==> config.mk <==
export PLATFORM = sky130hd
export DESIGN_NAME = sorted_ring_priority_queue_flat
export DESIGN_NICKNAME = d
export VERILOG_FILES = /design/src/rtl/core/srpq_pkg.sv /design/src/rtl/core/srpq_if.sv /design/src/rtl/core/srpq_store.sv /design/src/rtl/core/sorted_ring_priority_queue.sv /design/src/flat_wrapper.sv
export SDC_FILE = /design/constraint.sdc
export NUM_CORES = 1
export LEC_CHECK = 0
export BUFFER_PORTS_ARGS = -buffer_cell sky130_fd_sc_hd__buf_2
export CAP_MARGIN = 0
export CORE_UTILIZATION = 45
export DETAILED_ROUTE_END_ITERATION = 8
export MAX_ROUTING_LAYER = met4
export PLACE_DENSITY = 0.66
export SYNTH_ARGS = -nofsm -noshare
export SYNTH_HDL_FRONTEND = slang
export SYNTH_SLANG_ARGS = --single-unit
export TNS_END_PERCENT = 20
==> constraint.sdc <==
create_clock -name clk -period 8.81 [get_ports clk]
set_input_delay 0.881 -clock clk [delete_from_list [all_inputs] [get_ports clk]]
set_output_delay 0.881 -clock clk [all_outputs]
set_load 0.01 [all_outputs]
==> src/rtl/core/srpq_pkg.sv <==
// Shared types and constants of the sorted ring priority queue.
package srpq_pkg;

	localparam int PRIO_W = 8;
	localparam int INFO_W = 8;
	localparam int CNT_W  = 5;

	localparam logic [CNT_W-1:0] CAP_RESET = 5'd16;

	localparam logic MODE_ENQ = 1'b0;
	localparam logic MODE_DEQ = 1'b1;

	localparam logic [1:0] ST_DONE  = 2'd0;
	localparam logic [1:0] ST_FULL  = 2'd1;
	localparam logic [1:0] ST_EMPTY = 2'd2;

	localparam logic REG_CAPACITY = 1'b0;

	typedef struct packed {
		logic [PRIO_W-1:0] prio;
		logic [INFO_W-1:0] info;
	} entry_t;

endpackage

==> src/rtl/core/srpq_if.sv <==
// Command and result channel interfaces of the sorted ring priority queue.
interface srpq_cmd_if import srpq_pkg::*; ();
	logic              valid;
	logic              ready;
	logic              mode;
	logic [PRIO_W-1:0] new_prio;
	logic [INFO_W-1:0] new_info;

	modport source (output valid, mode, new_prio, new_info, input ready);
	modport sink (input valid, mode, new_prio, new_info, output ready);
endinterface

interface srpq_res_if import srpq_pkg::*; ();
	logic              valid;
	logic              ready;
	logic [1:0]        status;
	logic [PRIO_W-1:0] out_prio;
	logic [INFO_W-1:0] out_info;
	logic [CNT_W-1:0]  entry_count;
	logic              is_empty;
	logic              is_full;

	modport source (output valid, status, out_prio, out_info, entry_count, is_empty, is_full,
		input ready);
	modport sink (input valid, status, out_prio, out_info, entry_count, is_empty, is_full,
		output ready);
endinterface

==> src/rtl/core/srpq_store.sv <==
// Entry store: one write port, one read port with registered read data.
module srpq_store import srpq_pkg::*; #(
	parameter int DEPTH = 16
) (
	input  logic                     clk,
	input  logic                     we,
	input  logic [$clog2(DEPTH)-1:0] waddr,
	input  entry_t                   wdata,
	input  logic [$clog2(DEPTH)-1:0] raddr,
	output entry_t                   rdata
);

	entry_t mem [DEPTH];
	entry_t rdata_q;

	always_ff @(posedge clk) begin
		if (we) begin
			mem[waddr] <= wdata;
		end
		rdata_q <= mem[raddr];
	end

	assign rdata = rdata_q;

endmodule

==> src/rtl/core/sorted_ring_priority_queue.sv <==
// Sorted ring priority queue: top level with sequencer and configuration port.
// Sequence: a refused item or an enqueue into an empty queue goes straight to S_OUT, a dequeue
// passes S_DEQ, any other enqueue stays in S_INS while it passes entries; output stalls hold S_OUT.
// A new item is accepted only in S_IDLE, after the last result is registered; the insertion walk
// moves one entry per cycle through the single write port of the entry store.
// Reset: queue empty, capacity 16, indices 0; store contents are undefined, no clearing pass.
module sorted_ring_priority_queue import srpq_pkg::*; #(
	parameter int DEPTH = 16
) (
	input  logic        clk,
	input  logic        arst_n,
	srpq_cmd_if.sink    cmd,
	srpq_res_if.source  res,
	input  logic        psel,
	input  logic        penable,
	input  logic        pwrite,
	input  logic [2:0]  paddr,
	input  logic [31:0] pwdata,
	output logic [31:0] prdata,
	output logic        pready
);

	localparam int IW = $clog2(DEPTH);
	localparam int PW = (IW + 1 > CNT_W) ? IW + 1 : CNT_W;

	typedef enum logic [1:0] {
		S_IDLE,
		S_INS,
		S_DEQ,
		S_OUT
	} state_t;

	state_t            state_q;
	logic [IW-1:0]     head_q;
	logic [IW-1:0]     tail_q;
	logic [IW-1:0]     a1_q;
	logic [CNT_W-1:0]  count_q;
	logic [CNT_W-1:0]  cap_q;
	entry_t            ent_q;
	logic [1:0]        rstat_q;
	entry_t            rent_q;
	logic              out_valid_q;
	logic [1:0]        out_status_q;
	entry_t            out_ent_q;
	logic [CNT_W-1:0]  out_count_q;
	logic              out_empty_q;
	logic              out_full_q;

	logic [CNT_W-1:0]  cap_eff;
	logic [PW-1:0]     capw;
	logic [IW-1:0]     a2;
	logic              cfg_wr;
	logic              accept;
	logic              shift;
	logic              we;
	logic [IW-1:0]     waddr;
	entry_t            wdata;
	logic [IW-1:0]     raddr;
	entry_t            rdata;

	function automatic logic [IW-1:0] idx_inc(input logic [IW-1:0] x, input logic [PW-1:0] c);
		logic [PW-1:0] nx;
		nx = PW'(x) + PW'(1);
		return (nx == c) ? '0 : IW'(nx);
	endfunction

	function automatic logic [IW-1:0] idx_dec(input logic [IW-1:0] x, input logic [PW-1:0] c);
		return (x == '0) ? IW'(c - PW'(1)) : x - IW'(1);
	endfunction

	always_comb begin
		if (cap_q == '0) begin
			cap_eff = CNT_W'(1);
		end else if (32'(cap_q) > 32'(DEPTH)) begin
			cap_eff = CNT_W'(DEPTH);
		end else begin
			cap_eff = cap_q;
		end
	end

	assign capw   = PW'(cap_eff);
	assign a2     = idx_dec(a1_q, capw);
	assign cfg_wr = psel && penable && pwrite;
	assign accept = cmd.valid && (state_q == S_IDLE);
	assign shift  = (a1_q != head_q) && (ent_q.prio < rdata.prio);

	assign pready = 1'b1;
	assign prdata = (paddr[2] == REG_CAPACITY) ? 32'(cap_q) : '0;

	assign cmd.ready       = (state_q == S_IDLE);
	assign res.valid       = out_valid_q;
	assign res.status      = out_status_q;
	assign res.out_prio    = out_ent_q.prio;
	assign res.out_info    = out_ent_q.info;
	assign res.entry_count = out_count_q;
	assign res.is_empty    = out_empty_q;
	assign res.is_full     = out_full_q;

	always_comb begin
		we    = 1'b0;
		waddr = a1_q;
		wdata = ent_q;
		raddr = head_q;
		case (state_q)
			S_IDLE: begin
				raddr = (cmd.mode == MODE_ENQ) ? tail_q : head_q;
				if (accept && cmd.mode == MODE_ENQ && count_q == '0) begin
					we         = 1'b1;
					waddr      = '0;
					wdata.prio = cmd.new_prio;
					wdata.info = cmd.new_info;
				end
			end
			S_INS: begin
				we    = 1'b1;
				raddr = idx_dec(a2, capw);
				if (shift) begin
					wdata = rdata;
				end
			end
			default: begin
			end
		endcase
	end

	srpq_store #(
		.DEPTH(DEPTH)
	) u_store (
		.clk   (clk),
		.we    (we),
		.waddr (waddr),
		.wdata (wdata),
		.raddr (raddr),
		.rdata (rdata)
	);

	always_ff @(posedge clk or negedge arst_n) begin
		if (!arst_n) begin
			state_q      <= S_IDLE;
			head_q       <= '0;
			tail_q       <= '0;
			count_q      <= '0;
			cap_q        <= CAP_RESET;
			out_valid_q  <= 1'b0;
			a1_q         <= '0;
			ent_q        <= '0;
			rstat_q      <= ST_DONE;
			rent_q       <= '0;
			out_status_q <= ST_DONE;
			out_ent_q    <= '0;
			out_count_q  <= '0;
			out_empty_q  <= 1'b1;
			out_full_q   <= 1'b0;
		end else begin
			if (res.ready && state_q != S_OUT) begin
				out_valid_q <= 1'b0;
			end
			if (cfg_wr && paddr[2] == REG_CAPACITY) begin
				cap_q   <= pwdata[CNT_W-1:0];
				head_q  <= '0;
				tail_q  <= '0;
				count_q <= '0;
			end
			case (state_q)
				S_IDLE: begin
					if (accept) begin
						rent_q     <= '0;
						ent_q.prio <= cmd.new_prio;
						ent_q.info <= cmd.new_info;
						if (cmd.mode == MODE_ENQ) begin
							if (count_q == cap_eff) begin
								rstat_q <= ST_FULL;
								state_q <= S_OUT;
							end else if (count_q == '0) begin
								rstat_q <= ST_DONE;
								head_q  <= '0;
								tail_q  <= '0;
								count_q <= CNT_W'(1);
								state_q <= S_OUT;
							end else begin
								rstat_q <= ST_DONE;
								tail_q  <= idx_inc(tail_q, capw);
								a1_q    <= idx_inc(tail_q, capw);
								count_q <= count_q + CNT_W'(1);
								state_q <= S_INS;
							end
						end else begin
							if (count_q == '0) begin
								rstat_q <= ST_EMPTY;
								state_q <= S_OUT;
							end else begin
								rstat_q <= ST_DONE;
								state_q <= S_DEQ;
							end
						end
					end
				end
				S_INS: begin
					if (shift) begin
						a1_q <= a2;
					end else begin
						state_q <= S_OUT;
					end
				end
				S_DEQ: begin
					rent_q <= rdata;
					if (count_q == CNT_W'(1)) begin
						head_q <= '0;
						tail_q <= '0;
					end else begin
						head_q <= idx_inc(head_q, capw);
					end
					count_q <= count_q - CNT_W'(1);
					state_q <= S_OUT;
				end
				S_OUT: begin
					if (!out_valid_q || res.ready) begin
						out_valid_q  <= 1'b1;
						out_status_q <= rstat_q;
						out_ent_q    <= rent_q;
						out_count_q  <= count_q;
						out_empty_q  <= (count_q == '0);
						out_full_q   <= (count_q == cap_eff);
						state_q      <= S_IDLE;
					end
				end
				default: begin
					state_q <= S_IDLE;
				end
			endcase
		end
	end

endmodule

==> src/flat_wrapper.sv <==
// flat-port wrapper written by rule: the top's interface ports become plain ports
module sorted_ring_priority_queue_flat import srpq_pkg::*;
#(
	parameter int DEPTH = 16
)
  (clk, arst_n, psel, penable, pwrite, paddr, pwdata, prdata, pready, cmd_valid, cmd_mode, cmd_new_prio, cmd_new_info, cmd_ready, res_valid, res_status, res_out_prio, res_out_info, res_entry_count, res_is_empty, res_is_full, res_ready);
  srpq_cmd_if cmd_i ();
  srpq_res_if res_i ();
  input  logic clk;
  input  logic arst_n;
  input  logic psel;
  input  logic penable;
  input  logic pwrite;
  input  logic [2:0] paddr;
  input  logic [31:0] pwdata;
  output logic [31:0] prdata;
  output logic pready;
  input wire logic [$bits(cmd_i.valid)-1:0] cmd_valid;
  input wire logic [$bits(cmd_i.mode)-1:0] cmd_mode;
  input wire logic [$bits(cmd_i.new_prio)-1:0] cmd_new_prio;
  input wire logic [$bits(cmd_i.new_info)-1:0] cmd_new_info;
  output wire logic [$bits(cmd_i.ready)-1:0] cmd_ready;
  output wire logic [$bits(res_i.valid)-1:0] res_valid;
  output wire logic [$bits(res_i.status)-1:0] res_status;
  output wire logic [$bits(res_i.out_prio)-1:0] res_out_prio;
  output wire logic [$bits(res_i.out_info)-1:0] res_out_info;
  output wire logic [$bits(res_i.entry_count)-1:0] res_entry_count;
  output wire logic [$bits(res_i.is_empty)-1:0] res_is_empty;
  output wire logic [$bits(res_i.is_full)-1:0] res_is_full;
  input wire logic [$bits(res_i.ready)-1:0] res_ready;
  assign cmd_i.valid = cmd_valid;
  assign cmd_i.mode = cmd_mode;
  assign cmd_i.new_prio = cmd_new_prio;
  assign cmd_i.new_info = cmd_new_info;
  assign cmd_ready = cmd_i.ready;
  assign res_valid = res_i.valid;
  assign res_status = res_i.status;
  assign res_out_prio = res_i.out_prio;
  assign res_out_info = res_i.out_info;
  assign res_entry_count = res_i.entry_count;
  assign res_is_empty = res_i.is_empty;
  assign res_is_full = res_i.is_full;
  assign res_i.ready = res_ready;
  sorted_ring_priority_queue #(.DEPTH(DEPTH)) u_core (.clk(clk), .arst_n(arst_n), .cmd(cmd_i), .res(res_i), .psel(psel), .penable(penable), .pwrite(pwrite), .paddr(paddr), .pwdata(pwdata), .prdata(prdata), .pready(pready));
endmodule
======== After elaboration in Yosys (flattened, before gate mapping) ========
Memory sizes are Yosys's and may differ from the RTL's. A register that Yosys moved wholly into a read port is not among the register bits.
Index checks and enable logic that the tools add are counted.
word-level totals
  flip-flop bits (word level) ............. 84
  bits in writable memories ............... 256
  input port bits ......................... 59
  word-level logic and storage cells ...... 128
  memories ................................ 1
operators by class
  $add $sub $neg .......................... 7
  magnitude comparators ................... 2
  equality and inequality tests ........... 16
  mux-type cells .......................... 60
  bitwise gates (word level) .............. 2
  reductions and logical operators ........ 22
memory list
  memory              words  width  rd ports  clocked after memory_dff  write ports  RTL line          text
  u_core.u_store.mem  16     16     1         1                         1            srpq_store.sv:13  entry_t mem [DEPTH];
operator list
  kind                 number
  $mux 4               24
  $pmux 16 s2          2
  $mux 16              3
  $mux 5               8
  $pmux 4 s2           4
  $mux 2               8
  $eq 5x5->1           3
  $sub 4x1->4 const B  3
  $add 4x1->5 const B  2
  $logic_not 5->1      2
  $ne 2x2->1 const B   5
  $pmux 5 s2           1
  $logic_and 1x1->1    8
  $logic_not 4->1      2
  $lt 8x8->1           1
  $mux 1               8
  $pmux 2 s4           1
  $ne 2x1->1 const B   3
  $reduce_and 2->1     3
  $reduce_and 6->1     1
  $add 5x1->5 const B  1
  $eq 5x1->1 const B   1
  $gt 5x5->1 const B   1
  $sub 5x1->5 const B  1
  other kinds (10)     13

======== Longest topological paths before layout ========
Gate-level depths: netlist (run 1).
  depth in word-level cells ............... 10
  mapped depth ............................ 18

======== By module ========
From an unflattened synthesis (run 1), not the netlist that was laid out.
second synthesis, totals
  cell total of the unflattened synthesis .. 957
  area total of the unflattened synthesis .. 15394.8 sq um
by module, submodules not included
  module                      instances  cells an instance  area each (sq um)  seq. area each (sq um)
  srpq_store                  1          432                10042.1            8007.7
  sorted_ring_priority_queue  1          525                5352.6             2104.5

======== Worst setup path before layout (run 1) ========
Ideal clock, no wire load.
  path kind ............................... register -> register
  start point ............................. register u_core.a1_q[0]
  end point ............................... register, netlist name u_core.u_store.rdata[10]
  setup time .............................. 0.062 ns
  arrival ................................. 3.473 ns
  required time ........................... 8.748 ns
  setup slack ............................. 5.275 ns
  cell stages (with the launch flop) ...... 19
  buffers on the path ..................... 4
  clock period less this slack ............ 3.535 ns
  cells stage by stage .................... dfrtp_1 > buf_6 > inv_1 > ha_1 > nand2b_1 > nor2_1 > mux2_2 > inv_1 > ha_1 > o21ai_4 > or4_1 > and3_1 > buf_6 > and2_4 > buf_6 > buf_6 > a221oi_1 > o21ai_0 > nand3_1
on the way
  cells in the longest elaborated chain, start to end .. 5
  elaborated cells on any way between the ends .. 7
  those cells by class .................... add/sub: 2; mux: 3; reduce/logical: 2
ends and longest elaborated chain
  item                                            RTL line                           text
  start: declaration                              sorted_ring_priority_queue.sv:36   logic [IW-1:0] a1_q;
  start signal: assignment                        sorted_ring_priority_queue.sv:183  a1_q <= idx_inc(tail_q, capw);
  $sub 4x1->4 or $logic_not 4->1 (tied branches)  sorted_ring_priority_queue.sv:68   return (x == '0) ? IW'(c - PW'(1)) : x - IW'(1);
  $mux 4 (*)                                      sorted_ring_priority_queue.sv:68
  $sub 4x1->4 or $logic_not 4->1 (tied branches)  sorted_ring_priority_queue.sv:68
  $mux 4 (*)                                      sorted_ring_priority_queue.sv:68
  $pmux 4 s2 (*)                                  sorted_ring_priority_queue.sv:104  case (state_q)
Every way passes the cells marked *; elsewhere a longest branch is shown, timed or not.
A chain may end at the register's enable or synchronous reset.

======== Worst setup path in the final report (run 1) ========
  start point ............................. register u_core.cap_q[2]
  end point ............................... register, netlist name u_core.u_store.rdata[13]
on the way
  cells in the longest elaborated chain, start to end .. 8
  elaborated cells on any way between the ends .. 10
  those cells by class .................... add/sub: 2; order compare: 1; mux: 5; reduce/logical: 2
ends and longest elaborated chain
  item                                            RTL line                           text
  start: declaration                              sorted_ring_priority_queue.sv:38   logic [CNT_W-1:0] cap_q;
  start signal: assignment                        sorted_ring_priority_queue.sv:159  cap_q <= pwdata[CNT_W-1:0];
  $gt 5x5->1                                      sorted_ring_priority_queue.sv:74   end else if (32'(cap_q) > 32'(DEPTH)) begin
  $mux 5                                          sorted_ring_priority_queue.sv:74
  $mux 5 (*)                                      sorted_ring_priority_queue.sv:72   if (cap_q == '0) begin
  $sub 4x1->4 (*)                                 sorted_ring_priority_queue.sv:68
  $mux 4                                          sorted_ring_priority_queue.sv:68
  $sub 4x1->4 or $logic_not 4->1 (tied branches)  sorted_ring_priority_queue.sv:68
  $mux 4 (*)                                      sorted_ring_priority_queue.sv:68
  $pmux 4 s2 (*)                                  sorted_ring_priority_queue.sv:104
Marked as above.

==> key figures, run 1 <==
Drt
  – Drc violations: 0
  – Initial drt markers: 690
  – Drt total wl: 35500 um
  – Routed Antenna Nets: 0
  – Drt wl/cell: 19.9 um
  – Vias: between 10k and 15k
  – Via density: 5.61
  – Pre-antenna DRT Iters: 5

Timing
  – Worst Max-Slew Pin Slew: 1.36 ns
  – WHS: 0.247 ns
  – Final setup fails: 0
  – Max Slew Vio Count: 0
  – RSZ-0062 raised after global routing: no
  – Tmin final: between 4 and 5 ns
  – Relative slew slack: 9.43%
  – TNS Setup: 0 ns
  – Fin. Hold Viols: 0
  – Final worst path period share: 50.4%
  – FMAX: 0.225 GHz
  – Setup Skew: 0.0163 ns

Worst setup path
  – Req. time, crit path: 9.15 ns
  – WS Path Type: flip-flop to flip-flop
  – CP endpoint kind: flip-flop
  – Worst-path fanout max: 32
  – WP data arrival: 4.79 ns
  – Worst setup SP type: flip-flop
  – Flop2flop setup slack: 4.37 ns

Finish
  – Inserted Diodes: 0
  – Nets: around 1.4k
  – Layout cells sized above 1: 18.8%
  – Post-route cell area: 18000 um2
  – Commonest cells after routing, fill and taps aside: edfxtp_1, nand2_1, nand3_1, mux2i_1, dfrtp_1
  – Syn-to-layout area delta: 12.3%
  – Most common cell after layout, fill and taps aside: edfxtp_1

Clocking
  – # hold bufs at CTS: 0
  – CTS sink count: 356
  – Root buffer cell: clkbuf_16
  – CTS Buffer Depth: 3
  – Clock slew at reported path FFs: 0.06 ns
  – Setup bufs post-CTS: 0
  – CTS tree: built
  – Skew-Pair Late Insertion Delay: 0.53 ns
  – CTS H-tree depth: 2
  – Cts bufs inserted: 38
  – Post-CTS Resized: 0

Floorplanning
  – Ports: 119
  – Core Box Area: 34800 um2
  – Die area: approximately 36000 um2
  – FP Rows: 68
  – Die width: about 190 um
  – Initial Util: roughly 46%
  – Die extent in y: 191 um

Global routing
  – Global route overflow: 0
  – Antenna violations before repair: 0
  – Largest net degree at the start of global routing: 129
  – Vias in the first global route: 9588
  – First-pass GRT wire length: ~55000 um
  – Total Routing Usage GR: roughly a fifth

Synthesis
  – Post-synth ARST share: between 20% and 30%
  – Yosys warns: 0
  – Seq cells post-synth: around 360
  – Yosys cell types: 67
  – Register area share after synthesis: between 60% and 70%
  – EDFF count, synth: 256
  – Cells after synthesis: roughly 1.3k
  – Syn Area/Cell: between 10 and 15 um2
  – Most common flop cell mapped by yosys: edfxtp_1
  – Synthesized cell area: about 16000 um2

Status
  – Status: complete, no violations

Placed design
  – RD Place Congestion: 0.844
  – Port buffer count: 61
  – Final HPWL DP: 21200 um
  – Placed Area: 16700 um2

Hold path
  – Min-delay worst type: primary input to async pin

Job
  – Max Cap Viol: 0

Pwr
  – Pwr/cell area: 456 nW/um2
  – Leakage power: slightly above 0.007 uW
  – Max VDD drop: 0.513 mV
==> critical path, cell delays in order, from the launching register on <==
cell and delay (ns):
dfrtp_1 0.54, nor3_1 0.08, o21bai_1 0.55, ha_1 0.40, mux2i_1 0.27, inv_1 0.13
ha_1 0.26, o21ai_4 0.11, a221o_1 0.21, a31o_2 0.53, and2_4 0.62, a221oi_2 0.17
o21ai_1 0.16, nand3_1 0.20
==> final cells by class <==
| type | instances | area, um2 |
|---|---|---|
| fill | 2935 | 16800 |
| sequential | 356 | 10100 |
| multi-input combinational | 794 | 5410 |
| clock buffer | 46 | 1020 |
| tap | 455 | 569 |
| timing repair buffer | 89 | 531 |
| clock inverter | 24 | 239 |
| inverter | 24 | 90.1 |
==> final timing paths <==
path                                                       from                          endpoint  depth (start not counted)
worst max register to register      u_core.cap_q[2]$_DFFE_PN0P_  u_core.u_store.rdata[13]$_DFF_P_                         13
max in group asynchronous                                arst_n      u_core.ent_q[10]$_DFFE_PN0P_                          2
worst max-delay path                u_core.cap_q[2]$_DFFE_PN0P_  u_core.u_store.rdata[13]$_DFF_P_                         13
worst min-delay path                                     arst_n       u_core.cap_q[3]$_DFFE_PN0P_                          1
worst min register to register  u_core.u_store.rdata[6]$_DFF_P_      u_core.rent_q[6]$_DFFE_PN0P_                          1
min in group clk                u_core.u_store.rdata[6]$_DFF_P_      u_core.rent_q[6]$_DFFE_PN0P_                          1
==> sequential cells by signal (all words and copies together) (netlist names) <==
signal	flops
u_core.res.out_prio	8
u_core.u_store.mem	256
u_core.res.entry_count	5
u_core.tail_q	4
u_core.a1_q	4
u_core.state_q	2
u_core.ent_q	16
u_core.head_q	4
u_core.count_q	5
u_core.res.out_info	8
u_core.rent_q	16
u_core.res.is_empty	1
u_core.u_store.rdata	16
u_core.res.valid	1
u_core.cap_q	5
u_core.res.status	2
u_core.rstat_q	2
u_core.res.is_full	1
==> cell families after synthesis <==
logic type | Yosys count | synth area share, %
simple gates | 403 | 11.4
buf+inv | 128 | 4.17
flops | 356 | 63.2
other cells | 2 | 0.0469
mux | 149 | 9.68
fa+ha+maj | 21 | 1.64
xor+xnor | 19 | 1.04
compound gates | 174 | 8.86
==> per-layer routing <==
layer	track usage [%]	vias up	wire length [um]
met5	-	-	0
met4	5.42	0	552
met3	2.89	48	1950
met2	32.5	312	17200
met1	27.0	4972	15800
li1	-	4703	-
==> synth_stat cells (3+ instances only) <==
cell | n | area [um2]
edfxtp_1 | 256 | 7690
nand2_1 | 189 | 709
nand3_1 | 123 | 616
mux2i_1 | 103 | 1030
dfrtp_1 | 82 | 2050
mux2_2 | 46 | 518
clkbuf_1 | 43 | 161
nor2_1 | 39 | 146
buf_4 | 34 | 255
o21ai_0 | 31 | 155
inv_1 | 24 | 90.1
a221oi_2 | 22 | 330
a22o_1 | 21 | 184
ha_1 | 21 | 263
buf_2 | 18 | 90.1
dfxtp_1 | 16 | 320
o221ai_1 | 16 | 140
a21oi_1 | 14 | 70.1
o21ai_1 | 14 | 70.1
xnor2_1 | 12 | 105
a221oi_1 | 10 | 87.6
nor2b_1 | 10 | 62.6
nor3_1 | 10 | 50.1
nand2b_1 | 9 | 56.3
a31oi_1 | 8 | 50.1
xor2_1 | 7 | 61.3
a21o_1 | 6 | 45.0
buf_6 | 5 | 56.3
and3_1 | 4 | 25.0
buf_1 | 4 | 15.0
nand4_1 | 4 | 25.0
a211oi_1 | 3 | 22.5
a31o_2 | 3 | 26.3
nand4b_1 | 3 | 26.3
==> per-stage QoR <==
stage / std cells / total power [uW] / util [%] / setup slack, ns
after floorplan: 1278 / 5540 / - / 5.27
after global placement: 1718 / 6530 / 48.0 / 4.50
after detailed placement: 1718 / 6630 / 48.0 / 4.43
after CTS: 1788 / 8230 / 51.7 / 4.43
final: 1788 / 8200 / 51.7 / 4.37
after global routing: 1788 / 8700 / 51.7 / 4.04
==> power by group <==
| group | internal (uW) | switching [uW] |
|---|---|---|
| logic | 1350 | 2470 |
| registers | 2540 | 234 |
| clock network | 949 | 646 |
| total | 4850 | 3350 |
No activity file was read; power rests on OpenSTA's default activity.
==> run 2: changes to the inputs <==
==> constraint.sdc (replaced) <==
create_clock -name clk -period 4.58 [get_ports clk]
set_input_delay 0.458 -clock clk [delete_from_list [all_inputs] [get_ports clk]]
set_output_delay 0.458 -clock clk [all_outputs]
set_load 0.01 [all_outputs]
==> run 2 against run 1 <==
Effect of this change: worst setup slack got worse by 3.8 ns; cell area up 0.52%; wire length up 3.3%; global-route usage increased by 0.79 points; core utilization increased by 0.27 points; critical path depth increased by 1; combinational power is 99% higher; clock-buffer cell count rose by 5; final cell count rose by 0.95%; largest cell class unchanged.
==> key figures, run 2 (same netlist as run 1, synthesis figures left out) <==
Timing
  – Final setup fails: 0
  – Relative slew slack: under 10%
  – Final Worst Setup Slack: 0.591 ns
  – TNS Setup: 0 ns
  – WHS: 0.112 ns
  – FMAX: 0.251 GHz
  – Final worst path period share: 87.1%
  – Tmin final: 3.99 ns
  – Worst Max-Slew Pin Slew: 1.46 ns
  – Fin. Hold Viols: 0
  – RSZ-0062 raised after global routing: no
  – Max Slew Vio Count: 0
  – Setup Skew: 0.0146 ns

Drt
  – Drt total wl: 36700 um
  – Vias: 10.2k
  – Drc violations: 0
  – Pre-antenna DRT Iters: 5
  – Via density: 5.66
  – Routed Antenna Nets: 0
  – Drt wl/cell: 20.3 um
  – Initial drt markers: around 880

Global routing
  – Total Routing Usage GR: 21.0%
  – Largest net degree at the start of global routing: 57
  – First-pass GRT wire length: 56700 um
  – Antenna violations before repair: 0
  – Vias in the first global route: between 9k and 10k
  – Global route overflow: 0

Finish
  – Nets: 1401
  – Inserted Diodes: 0
  – Fill count: 2946
  – Syn-to-layout area delta: 12.9%
  – Commonest cells after routing, fill and taps aside: edfxtp_1, nand2_1, nand3_1, mux2i_1, dfrtp_1
  – Most common cell after layout, fill and taps aside: edfxtp_1
  – Layout cells sized above 1: 19.5%
  – Register area: ~10000 um2
  – Max FFs per register: 256
  – Post-route cell area: 18100 um2
  – Multi-input logic area: 5410 um2
  – Top reg by flops: u_core.u_store.mem

Floorplanning
  – FP Rows: 68
  – Die area: 36300 um2
  – Core Box Area: approximately 35000 um2
  – Die extent in y: ~190 um
  – Die width: approximately 190 um
  – Initial Util: 46.0%
  – Ports: between 100 and 150

Worst setup path
  – Buf+Inv Stages, Crit Path: 2
  – CP top delay family: simple AND/OR/NAND/NOR gates
  – WS Path Type: flip-flop to flip-flop
  – CP max stage cell: or3_2
  – CP endpoint kind: flip-flop
  – Req. time, crit path: between 4 and 5 ns
  – Worst setup SP type: flip-flop
  – Worst-path fanout max: 36
  – Worst-path cell chain: inv_1, ha_1, nand2b_1, nor2_1, mux2_2, inv_1, ha_1, o21ai_4, o211a_1, or3_2, nand2_1, nand3_1, nand3_1, nand3_1
  – Critical Path Most Common Cell: nand3_1
  – Crit path largest cell delay: 0.79 ns
  – WP data arrival: 4.33 ns

Placed design
  – Port buffer count: 61
  – Pre-CTS setup slack: 0.639 ns
  – Final HPWL DP: 22300 um
  – Placed Area: 16900 um2
  – RD Place Congestion: 0.836

Pwr
  – Leakage power: about 0.0071 uW
  – Max VDD drop: 1.03 mV
  – Pwr/cell area: 879 nW/um2

Clocking
  – Setup bufs post-CTS: 0
  – Clock slew at reported path FFs: 0.06 ns
  – CTS sink count: around 360
  – Root buffer cell: clkbuf_16
  – CTS H-tree depth: 2
  – Skew-Pair Late Insertion Delay: 0.53 ns
  – Cts bufs inserted: 38
  – CTS tree: built
  – CTS Buffer Depth: 3

Job
  – Max Cap Viol: 0

Status
  – Status: complete, no violations

Hold path
  – Min-delay worst type: primary input to flip-flop
[run 2: changes by cell type in the layout (fill, tap and decap cells not counted), moves of 2 or more]
cell | before | now
buf_4 | 28 | 42
clkbuf_1 | 5 | 10
buf_12 | 1 | 4
bufinv_16 | 4 | 1
clkinv_2 | 12 | 9
clkinv_8 | 2 | 0
[run 2: what timing repair did]
item / in CTS / in global routing
hold buffers: 1 / 0
gates resized for setup: 0 / 0
endpoints found under the hold margin: 42 / 0
setup endpoints to repair: 0 / 0
[run 2: path summary, 6_finish.rpt]
check,start,end,slack [ns],cells after the start
worst min register to register,u_core.u_store.rdata[6]$_DFF_P_,u_core.rent_q[6]$_DFFE_PN0P_,0.48,1
worst min-delay path,pwdata[4],u_core.cap_q[4]$_DFFE_PN1P_,0.11,3
max in group asynchronous,arst_n,u_core.res.out_prio[7]$_DFFE_PN0P_,3.14,3
worst max register to register,u_core.a1_q[0]$_DFFE_PN0P_,u_core.u_store.rdata[11]$_DFF_P_,0.59,14
worst max-delay path,u_core.a1_q[0]$_DFFE_PN0P_,u_core.u_store.rdata[11]$_DFF_P_,0.59,14
min in group asynchronous,arst_n,u_core.cap_q[3]$_DFFE_PN0P_,0.48,2
[run 2: through the flow]
stage               std cells  utilization, %  total power (uW)
floorplan                1278               -             10700
global placement         1735            48.5             12800
detailed placement       1735            48.5             13000
CTS                      1805            51.9             15900
global route             1805            51.9             16900
finish                   1805            51.9             15900
[run 2: area by class of cell]
type,count,share of cell area [%]
clock buffers,51,5.76
clock inverters,18,0.762
inverters,24,0.499
multi-input cells,794,30.0
flip-flops and latches,356,56.0
well taps,455,3.15
repair buffers,107,3.91
[run 2: power by group]
group          internal [uW]  total, uW  switching (uW)
sequential              4890       5340             453
clock                   1670       2920            1260
combinational           2770       7620            4850
[run 2: worst reg2reg max path, delay by kind of cell (launching register included)]
family	cells	cell delay [ns]
buf+inv	2	0.34
mux	1	0.40
compound gates	2	0.35
fa+ha+maj	2	0.49
simple gates	7	1.72
flops	1	0.50
[run 2: routing by layer]
layer / GRT usage (%) / wire [um]
met2: 34.1 / 17500
met3: 3.24 / 2390
met4: 5.32 / 718
met5: - / 0
met1: 27.7 / 16100
